## src/rtl/tvps_pkg.sv

```systemverilog
// Package: shared constants, types and codes of the timed valve pulse scheduler.
package tvps_pkg;

  localparam int unsigned MAX_CHANNELS_DEF = 256;
  localparam int unsigned QUEUE_DEPTH_DEF  = 64;

  localparam logic [8:0]  CH_COUNT_RESET = 9'd136;
  localparam logic [19:0] NS_PER_MS      = 20'd1000000;

  localparam int unsigned IN_DATA_W  = 160;
  localparam int unsigned OUT_DATA_W = 136;
  localparam int unsigned ENTRY_W    = 89;

  localparam logic RES_STATUS = 1'b0;
  localparam logic RES_WORD   = 1'b1;

  typedef enum logic [1:0] {
    KIND_CMD    = 2'd0,
    KIND_TICK   = 2'd1,
    KIND_ARM    = 2'd2,
    KIND_DISARM = 2'd3
  } kind_e;

  typedef enum logic [3:0] {
    S_IDLE,
    S_CMD,
    S_ARM,
    S_DIS,
    S_STAT,
    S_QRD,
    S_QEV,
    S_SUM,
    S_CWR,
    S_ERD,
    S_ECMP,
    S_EOUT
  } state_e;

  typedef struct packed {
    logic accept;
    logic cmd_exec;
    logic arm_exec;
    logic dis_exec;
    logic out_status;
    logic q_keep;
    logic q_take;
    logic q_sum;
    logic q_write;
    logic q_finish;
    logic e_bit;
    logic e_next;
    logic out_word;
    logic ch_phase;
  } cmd_t;

  typedef struct packed {
    logic q_done;
    logic due;
    logic word_end;
    logic last_word;
    logic out_free;
  } sts_t;

endpackage

```

## src/rtl/tvps_ctrl.sv

```systemverilog
// Controller: sequences command, arm, disarm and tick processing.
module tvps_ctrl (
  input  logic           clk_i,
  input  logic           rst_ni,
  input  logic           in_valid_i,
  input  logic [1:0]     in_kind_i,
  output logic           in_ready_o,
  input  tvps_pkg::sts_t sts_i,
  output tvps_pkg::cmd_t cmd_o
);
  tvps_pkg::state_e state_q, state_d;

  always_ff @(posedge clk_i or negedge rst_ni) begin
    if (!rst_ni) begin
      state_q <= tvps_pkg::S_IDLE;
    end else begin
      state_q <= state_d;
    end
  end

  always_comb begin
    state_d    = state_q;
    cmd_o      = '0;
    in_ready_o = 1'b0;
    case (state_q)
      tvps_pkg::S_IDLE: begin
        in_ready_o = 1'b1;
        if (in_valid_i) begin
          cmd_o.accept = 1'b1;
          case (tvps_pkg::kind_e'(in_kind_i))
            tvps_pkg::KIND_CMD:  state_d = tvps_pkg::S_CMD;
            tvps_pkg::KIND_TICK: state_d = tvps_pkg::S_QRD;
            tvps_pkg::KIND_ARM:  state_d = tvps_pkg::S_ARM;
            default:             state_d = tvps_pkg::S_DIS;
          endcase
        end
      end
      tvps_pkg::S_CMD: begin
        cmd_o.cmd_exec = 1'b1;
        state_d        = tvps_pkg::S_STAT;
      end
      tvps_pkg::S_ARM: begin
        cmd_o.arm_exec = 1'b1;
        state_d        = tvps_pkg::S_STAT;
      end
      tvps_pkg::S_DIS: begin
        cmd_o.dis_exec = 1'b1;
        state_d        = tvps_pkg::S_ERD;
      end
      tvps_pkg::S_STAT: begin
        if (sts_i.out_free) begin
          cmd_o.out_status = 1'b1;
          state_d          = tvps_pkg::S_IDLE;
        end
      end
      tvps_pkg::S_QRD: begin
        if (sts_i.q_done) begin
          cmd_o.q_finish = 1'b1;
          state_d        = tvps_pkg::S_ERD;
        end else begin
          state_d = tvps_pkg::S_QEV;
        end
      end
      tvps_pkg::S_QEV: begin
        if (sts_i.due) begin
          cmd_o.q_take = 1'b1;
          state_d      = tvps_pkg::S_SUM;
        end else begin
          cmd_o.q_keep = 1'b1;
          state_d      = tvps_pkg::S_QRD;
        end
      end
      tvps_pkg::S_SUM: begin
        cmd_o.q_sum = 1'b1;
        state_d     = tvps_pkg::S_CWR;
      end
      tvps_pkg::S_CWR: begin
        cmd_o.q_write = 1'b1;
        state_d       = tvps_pkg::S_QRD;
      end
      tvps_pkg::S_ERD: begin
        cmd_o.ch_phase = 1'b1;
        state_d        = tvps_pkg::S_ECMP;
      end
      tvps_pkg::S_ECMP: begin
        cmd_o.ch_phase = 1'b1;
        cmd_o.e_bit    = 1'b1;
        if (sts_i.word_end) begin
          state_d = tvps_pkg::S_EOUT;
        end else begin
          cmd_o.e_next = 1'b1;
          state_d      = tvps_pkg::S_ERD;
        end
      end
      tvps_pkg::S_EOUT: begin
        cmd_o.ch_phase = 1'b1;
        if (sts_i.out_free) begin
          cmd_o.out_word = 1'b1;
          if (sts_i.last_word) begin
            state_d = tvps_pkg::S_IDLE;
          end else begin
            cmd_o.e_next = 1'b1;
            state_d      = tvps_pkg::S_ERD;
          end
        end
      end
      default: state_d = tvps_pkg::S_IDLE;
    endcase
  end
endmodule

```

## config.mk

```make
export PLATFORM = sky130hd
export DESIGN_NAME = tvps_ctrl
export DESIGN_NICKNAME = d
export VERILOG_FILES = /design/src/rtl/tvps_pkg.sv /design/src/rtl/tvps_ctrl.sv
export SDC_FILE = /design/constraint.sdc
export NUM_CORES = 1
export LEC_CHECK = 0
export ABC_AREA = 1
export BUFFER_PORTS_ARGS = -buffer_cell sky130_fd_sc_hd__buf_4
export CORE_AREA = 2 2 39 41
export CTS_CLUSTER_DIAMETER = 50
export DETAILED_ROUTE_END_ITERATION = 8
export DIE_AREA = 0 0 41 43
export PLACE_DENSITY_LB_ADDON = 0.25
export SLEW_MARGIN = 20
export SYNTH_ARGS = -nofsm -noshare
export SYNTH_HDL_FRONTEND = slang
export SYNTH_SLANG_ARGS = --single-unit
```

## constraint.sdc

```tcl
create_clock -name clk_i -period 1.3 [get_ports clk_i]
set_clock_uncertainty 0.2 [all_clocks]
set_input_delay 0.065 -clock clk_i [delete_from_list [all_inputs] [get_ports clk_i]]
set_output_delay 0.065 -clock clk_i [all_outputs]
set_load 0.005 [all_outputs]
```

# After elaboration in Yosys (flattened, before gate mapping)
# Index checks and enable logic that the tools add are counted.
# word_totals
word_cells	53
inputBits	10
register_bits	4
output_inout_bits	15
# classes
eq_ne	16
mux	31
n_reduce_logical	5
# op_table
operator	n
case mux 4 bit (11 select lines)	1
2-to-1 mux 4 bit	5
2-to-1 mux 1 bit	19
equality test 4 x 3 -> 1 bit (second input constant)	4
equality test 4 bit (second input constant)	4
case mux 3 bit (3 select lines)	1
equality test 4 x 2 -> 1 bit (second input constant)	2
2-to-1 mux 2 bit	4
inequality test 2 bit (second input constant)	3
equality test 4 x 1 -> 1 bit (second input constant)	1
zero test 4 bit	1
AND reduction 3 bit	1
OR reduction 3 bit	1
equality test 2 x 1 -> 1 bit (second input constant)	1
equality test 2 bit (second input constant)	1
zero test 2 bit	1
case mux 1 bit (2 select lines)	1
OR reduction 2 bit	1

# Logic depth before layout (Yosys ltp)
# Gate-level depths: netlist of the first run.
# logic_depth
depth_word	4
ltp_mapped	9
mapped_depth_nobuf	9

# Worst setup path before layout of the first run
# Ideal clock, no wire load.
# synth_path
kind	register to register
from	register state_q[0]
to	register state_q[1]
t_arrival_ns	1.068
setup_ns	0.065
t_required_ns	1.035
path_stages_with_launch	10
slack_ns	-0.034
n_path_buf	0
period_less_slack_ns	1.334
path_cell_list	dfrtp_1 nor2_2 inv_2 nor2_4 nand2_1 nand2_1 inv_1 nand2_1 nand2_1 nand2_1
# synth_between
elab_chain_len	3
elab_cells_between_ends	18
cone_classes	eq/ne: 14; mux: 1; reduce/logical: 3
# synth_lines
item	line	rtl
from (decl)	tvps_ctrl.sv:11	tvps_pkg::state_e state_q, state_d;
from (signal assigned)	tvps_ctrl.sv:15	state_q <= tvps_pkg::S_IDLE;
from (signal assigned)	tvps_ctrl.sv:17	state_q <= state_d;
equality test 4 x 2 -> 1 bit (tied with other cells)	tvps_ctrl.sv:25	case (state_q)
OR reduction 2 bit (no source line) / inequality test 2 bit (equally long branches)	--	
case mux 4 bit (11 select lines) / AND reduction 3 bit (equally long branches)	--	
# Parallel ways exist; a longest one is shown, timed or not.
# A chain may end at the register's enable or synchronous reset.

==> impl_metrics.json, run 1 <==
{
  "status": "finished, violations left",
  "failed_checks": "setup timing",
  "power_frac_seq_pct": 12.7,
  "clk_latency_ps": 240,
  "grt_pass1_vias": 725,
  "start_util_pct": 35.44,
  "ios": 25,
  "crit_chain": "nor2_4 > buf_4 > buf_4 > nor2_2 > buf_4",
  "p_sw_mw": 1.074,
  "vdd_ir_drop_max_mv": 1.137,
  "postSynthAreaPerCell_sq_um": 5.218,
  "clock-sinks": 4,
  "whs_ps": 23.82,
  "dp_hpwl_microns": 1093,
  "largest_reg_flops": 4,
  "tightest_slew_ps": 230.3,
  "fin_ws_ps": -322.0,
  "finalSetupTns_ps": -4437,
  "nNetsFinal": 162,
  "ys_types": 14,
  "top_register": "state_q",
  "finalWeightedCongestion": 0.7782,
  "die_w_microns": 41,
  "comb_power_share_pct": 80.7,
  "dr.pass1.iters": 4,
  "ys_seq_area_share_pct": 20.41,
  "num-fill-cells": 93,
  "clk_pin_slew_ps": 30,
  "yosysWarningCount": 0,
  "hp-class": "primary input to flip-flop",
  "max_stage_delay_ps": 460,
  "synth_fp_nets": 104,
  "cts_max_path_buffers": 2,
  "reg.largest.list": "state_q x4",
  "avgRoutedWirePerCell_microns": 13.34,
  "grt_usage_pct": 23.31,
  "dr.first_iter.drc_count": 26,
  "cp_slowest_cell": "dfrtp_2",
  "vias_per_cell": 4.777,
  "root_buffer": "clkbuf_4",
  "antenna_found_initial": 0,
  "drtAntennaViolNets": 0,
  "htree_num_levels": 1,
  "max_cap_viol_count": 0,
  "maxSlewViolCount": 0,
  "n_antenna_cell": 0,
  "crit_required_ps": 1030,
  "p_leak_nw": 0.6547,
  "port_buffers": 24,
  "core_sq_mm": 0.001384,
  "crit_arrival_ps": 1360,
  "min_period_over_period_pct": 124.8,
  "cp_max_fo": 6,
  "cts_buffers": 3,
  "startpoint_type": "flip-flop",
  "dieArea_sq_mm": 0.001763,
  "area_delta_synth_final_pct": 123.2,
  "rsz0062_at_grt": "true",
  "routed_wl_microns": 2214,
  "grt_overflow_total": 0,
  "min_period_ps": 1622,
  "die_h_microns": 43,
  "maxSlewHeadroom_pct": 84.61,
  "grt_max_degree": 7,
  "drive_gt1_share_pct": 60.67,
  "vias": 793,
  "power.internal_mw": 1.275,
  "cp_common_cell": "buf_4",
  "fmax_ghz": 0.6165,
  "row_count": 14,
  "p_per_area_mw_per_mm2": 2146,
  "swShare_pct": 45.71,
  "crit_family": "flip-flops",
  "synth_area_sq_um": 490.5,
  "synth-seq-cells": 4,
  "netlist_instances": 94,
  "clkPwrFrac_pct": 6.6,
  "setup_violations": 19,
  "hold_violations": 0,
  "path_class": "flip-flop to output port",
  "worst-path-buf-inv": 3,
  "route.detailed.drc": 0,
  "grt_pass1_wl_microns": 2808,
  "cts_tree": "done",
  "setup.worst_path.end_class": "output port",
  "power_mw": 2.349
}
==> cell families after synthesis <==
group                  after synthesis  share of synthesized area, %
AO/OA/AOI/OAI                        4                         5.101
flip-flops                           4                         20.41
AND/OR/NAND/NOR                     64                         57.65
buffers and inverters               22                         16.84
==> final timing paths <==
kind,end,cells past startpoint,slack (ps),startpoint
max in group asynchronous,state_q[0]$_DFFE_PN0P_,3,110,rst_ni
worst min register to register,state_q[2]$_DFFE_PN0P_,5,720,state_q[3]$_DFFE_PN0P_
worst max-delay path,cmd_o[0],5,-320,state_q[0]$_DFFE_PN0P_
worst min-delay path,state_q[0]$_DFFE_PN0P_,7,20,in_kind_i[0]
worst max register to register,state_q[0]$_DFFE_PN0P_,9,-270,state_q[2]$_DFFE_PN0P_
min in group asynchronous,state_q[1]$_DFFE_PN0P_,3,590,rst_ni
==> synth_stat cells <==
master	count	share of area [%]
nand2_1	36	28
inv_1	19	15
nor2_1	15	11
nand3_1	5	5.1
dfrtp_1	4	20
nor2_2	4	5.1
inv_2	3	2.3
nor2_4	2	4.6
a21oi_1	1	1.0
a21oi_2	1	1.8
nand2_4	1	2.3
nand3b_1	1	1.5
o21ai_1	1	1.0
o22ai_1	1	1.3
==> power by group through the flow <==
| stage | registers (mW) | logic (mW) | clock network [mW] |
|---|---|---|---|
| 4_1_cts | 0.270 | 1.49 | 0.162 |
| 5_1_grt | 0.306 | 2.03 | 0.166 |
| 2_1_floorplan | 0.252 | 0.622 | 0 |
| 3_5_place_dp | 0.266 | 1.05 | 0 |
| 6_report | 0.299 | 1.90 | 0.155 |
| 3_3_place_gp | 0.264 | 1.04 | 0 |
==> cells in the final DEF, fill, tap and decap left out <==
master,Yosys,routed
nor2_4,2,9
nand3_2,0,1
nor2_2,4,4
a21oi_2,1,1
buf_6,0,11
inv_1,19,15
nand2_2,0,9
nand3_1,5,3
buf_4,0,39
clkbuf_4,0,3
inv_4,0,2
nand3_4,0,1
o21ai_1,1,1
o22ai_2,0,1
inv_2,3,5
dlygate4sd3_1,0,3
nor2_1,15,8
nand2_1,36,26
a21oi_1,1,1
nand2_4,1,2
dfrtp_2,0,3
dfrtp_1,4,1
nand3b_1,1,1
==> worst min-delay path: stages <==
cell	delay, ps
buf_4	80
inv_1	40
nand2_1	50
nand2_1	50
nand3_1	60
nand2_1	50
nand2_1	50
==> area by class of cell <==
class	instances	area, sq um	area share, %
well taps	16	20.02	1.829
repair buffers	53	446.7	40.80
inverters	22	87.58	8.000
multi-input cells	68	414.1	37.83
flip-flops and latches	4	103.9	9.486
clock buffers	3	22.52	2.057
==> per-layer routing <==
metal	vias up	track usage (%)	wire [microns]
met5	-	0	0
met4	0	12.00	54
met3	8	5.236	106
met2	29	38.75	1134
met1	368	25.82	918
li1	388	-	-
==> per-stage QoR <==
step	setup slack [ps]	cell area [sq um]	std cells	util, %
floorplan	5.948	495.5	94	-
global placement	-117.1	763.2	143	55.15
detailed placement	-114.7	763.2	143	55.15
CTS	-268.2	974.7	162	70.43
global route	-359.9	1095	166	79.11
finish	-322.0	1095	166	79.11
==> timing repair <==
| action | CTS | global route |
|---|---|---|
| endpoints found under the hold margin | 8 | 0 |
| hold buffers | 3 | 0 |
| setup buffers | 13 | 4 |
| gates resized for setup | 21 | 26 |
| endpoints found under the setup margin | 19 | 19 |
| pin swaps | 8 | 10 |
(Power assumes the default switching activity.)
==> inputs of run 2 (changes only) <==
--- a/config.mk
+++ b/config.mk
@@ -7,10 +7,10 @@
 export LEC_CHECK = 0
 export ABC_AREA = 1
 export BUFFER_PORTS_ARGS = -buffer_cell sky130_fd_sc_hd__buf_4
-export CORE_AREA = 2 2 39 41
+export CORE_AREA = 3 3 40 42
 export CTS_CLUSTER_DIAMETER = 50
 export DETAILED_ROUTE_END_ITERATION = 8
-export DIE_AREA = 0 0 41 43
+export DIE_AREA = 0 0 43 45
 export PLACE_DENSITY_LB_ADDON = 0.25
 export SLEW_MARGIN = 20
 export SYNTH_ARGS = -nofsm -noshare
==> run 2 against run 1 <==
Against the previous run: the run still ends with setup timing left; flip-flop and latch count did not move; largest power group unchanged; routed wire length rose by 6.1%; clock power rose by 6%; largest cell class unchanged.
==> impl_metrics.json, run 2 (synthesis results as in run 1) <==
{
  "status": "finished, violations left",
  "failed_checks": "setup timing",
  "rsz0062_at_grt": "true",
  "wl_met2_microns": 1225,
  "p_leak_nw": 0.6408,
  "met1_length_microns": 932,
  "cp_slowest_cell": "dfrtp_2",
  "final_common_cell": "buf_4",
  "power_frac_seq_pct": 12.2,
  "reg.largest.list": "state_q x4",
  "maxSlewViolCount": 0,
  "drive_gt1_share_pct": 67.59,
  "crit_required_ps": 1030,
  "start_util_pct": 38.17,
  "vias": 802,
  "grt_pass1_vias": 780,
  "startpoint_type": "flip-flop",
  "clk_latency_ps": 250,
  "crit_chain": "nor2_4 > nand2_2 > buf_6 > nor2_4 > buf_6",
  "largest_reg_flops": 4,
  "nNetsFinal": 157,
  "cp_max_fo": 5,
  "n_antenna_cell": 0,
  "hp-class": "primary input to flip-flop",
  "swShare_pct": 47.77,
  "ios": 25,
  "wl_met3_microns": 101,
  "path_class": "flip-flop to output port",
  "grt_pass1_wl_microns": 3243,
  "core_sq_mm": 0.001285,
  "route.detailed.drc": 0,
  "crit_family": "flip-flops",
  "root_buffer": "clkbuf_4",
  "setup_violations": 19,
  "clk_pin_slew_ps": 40,
  "post-place-ws_ps": -112.2,
  "htree_num_levels": 1,
  "cts_buffers": 3,
  "clock-sinks": 4,
  "antenna_found_initial": 0,
  "vdd_ir_drop_max_mv": 1.473,
  "dr.pass1.iters": 4,
  "top_layer": "met4",
  "finalWeightedCongestion": 0.8393,
  "fmax_ghz": 0.6230,
  "avgRoutedWirePerCell_microns": 14.69,
  "crit_arrival_ps": 1340,
  "dr.first_iter.drc_count": 12,
  "row_count": 13,
  "tightest_slew_ps": 218.5,
  "fin_ws_ps": -305.1,
  "routed_wl_microns": 2350,
  "setup.worst_path.end_class": "output port",
  "area_delta_synth_final_pct": 127.6,
  "grt_max_degree": 6,
  "drtAntennaViolNets": 0,
  "max_stage_delay_ps": 460,
  "power.internal_mw": 1.250,
  "final_cell_mix": "24 x buf_4, 22 x nand2_1, 21 x buf_6, 13 x inv_2, 12 x nand2_2",
  "p_per_area_mw_per_mm2": 2144,
  "port_buffers": 24,
  "dp_hpwl_microns": 1199,
  "p_sw_mw": 1.143,
  "worst-path-buf-inv": 2,
  "min_period_ps": 1605,
  "num-fill-cells": 63,
  "cts_tree": "done",
  "top_register": "state_q",
  "cts_max_path_buffers": 2,
  "die_w_microns": 43,
  "clkPwrFrac_pct": 6.8,
  "grt_overflow_total": 0,
  "dieArea_sq_mm": 0.001935,
  "vias_per_cell": 5.013,
  "grt_usage_pct": 22.06,
  "maxSlewHeadroom_pct": 85.38,
  "comb_power_share_pct": 80.9,
  "min_period_over_period_pct": 123.5,
  "power_mw": 2.393,
  "max_cap_viol_count": 0,
  "hold_violations": 0,
  "die_h_microns": 45
}
==> run 2: cell count changes in the layout (fill, tap and decap cells not counted) <==
| cell | delta |
|---|---|
| buf_4 | -15 |
| buf_6 | +10 |
| inv_1 | -7 |
| inv_2 | +8 |
| inv_4 | -1 |
| nand2_1 | -4 |
| nand2_2 | +3 |
| nand2_4 | +1 |
| nand3_2 | -1 |
| nand3_4 | +1 |
| nor2_1 | -1 |
| nor2_2 | +1 |
==> run 2: power by group through the flow <==
| stage | clock network [mW] | registers (mW) | logic (mW) |
|---|---|---|---|
| final | 0.164 | 0.293 | 1.94 |
| after global routing | 0.175 | 0.295 | 2.08 |
| after CTS | 0.166 | 0.272 | 1.47 |
| after detailed placement | 0 | 0.268 | 1.08 |
| after global placement | 0 | 0.266 | 1.07 |
| after floorplan | 0 | 0.252 | 0.622 |
==> run 2: worst min-delay path: stages <==
cell and delay [ps]:
buf_4 100, nand2_4 50, nand2_2 50, inv_2 30, nand2_2 50, nand2_1 40
nand2_1 50
==> run 2: area by class of cell <==
type	count	area (sq um)	share of cell area (%)
tap	15	18.77	1.682
timing repair buffer	48	446.7	40.02
inverter	22	85.08	7.623
multi-input combinational	68	439.2	39.35
clock buffer	3	22.52	2.018
sequential	4	103.9	9.305
==> run 2: what timing repair did <==
item                                   in CTS  in global routing
resized for setup                          31                 39
setup endpoints to repair                  19                 19
buffers inserted                            7                  5
endpoints found under the hold margin       8                  0
pin swaps                                   7                 10
hold buffers                                3                  0
==> run 2: routing by layer <==
metal  track usage [%]  vias to the layer above
li1                  -                      377
met1             24.57                      381
met2             41.02                       33
met3             3.187                       11
met4             10.84                        0
met5                 0                        -
==> run 2: final timing paths <==
| kind | start | to | slack [ps] | cells after the start |
|---|---|---|---|---|
| setup reg to reg | state_q[3]$_DFFE_PN0P_ | state_q[1]$_DFFE_PN0P_ | -270 | 11 |
| hold / removal | in_kind_i[1] | state_q[1]$_DFFE_PN0P_ | 30 | 7 |
| min in group asynchronous | rst_ni | state_q[2]$_DFFE_PN0P_ | 530 | 3 |
| setup / recovery | state_q[1]$_DFFE_PN0P_ | cmd_o[13] | -310 | 5 |
| max in group asynchronous | rst_ni | state_q[3]$_DFFE_PN0P_ | 160 | 3 |
| hold reg to reg | state_q[3]$_DFFE_PN0P_ | state_q[2]$_DFFE_PN0P_ | 630 | 4 |
==> run 2: stage by stage <==
step	hold slack, ps	cell area (sq um)	util (%)	setup TNS [ps]	std cells
after floorplan	-430.6	495.5	-	0	94
after detailed placement	-336.6	769.5	59.88	-621.9	143
final	29.70	1116	86.85	-4899	160
after global routing	74.28	1116	86.85	-5925	160
after global placement	-337.4	769.5	59.88	-481.1	143
after CTS	10.71	962.2	74.88	-3595	156
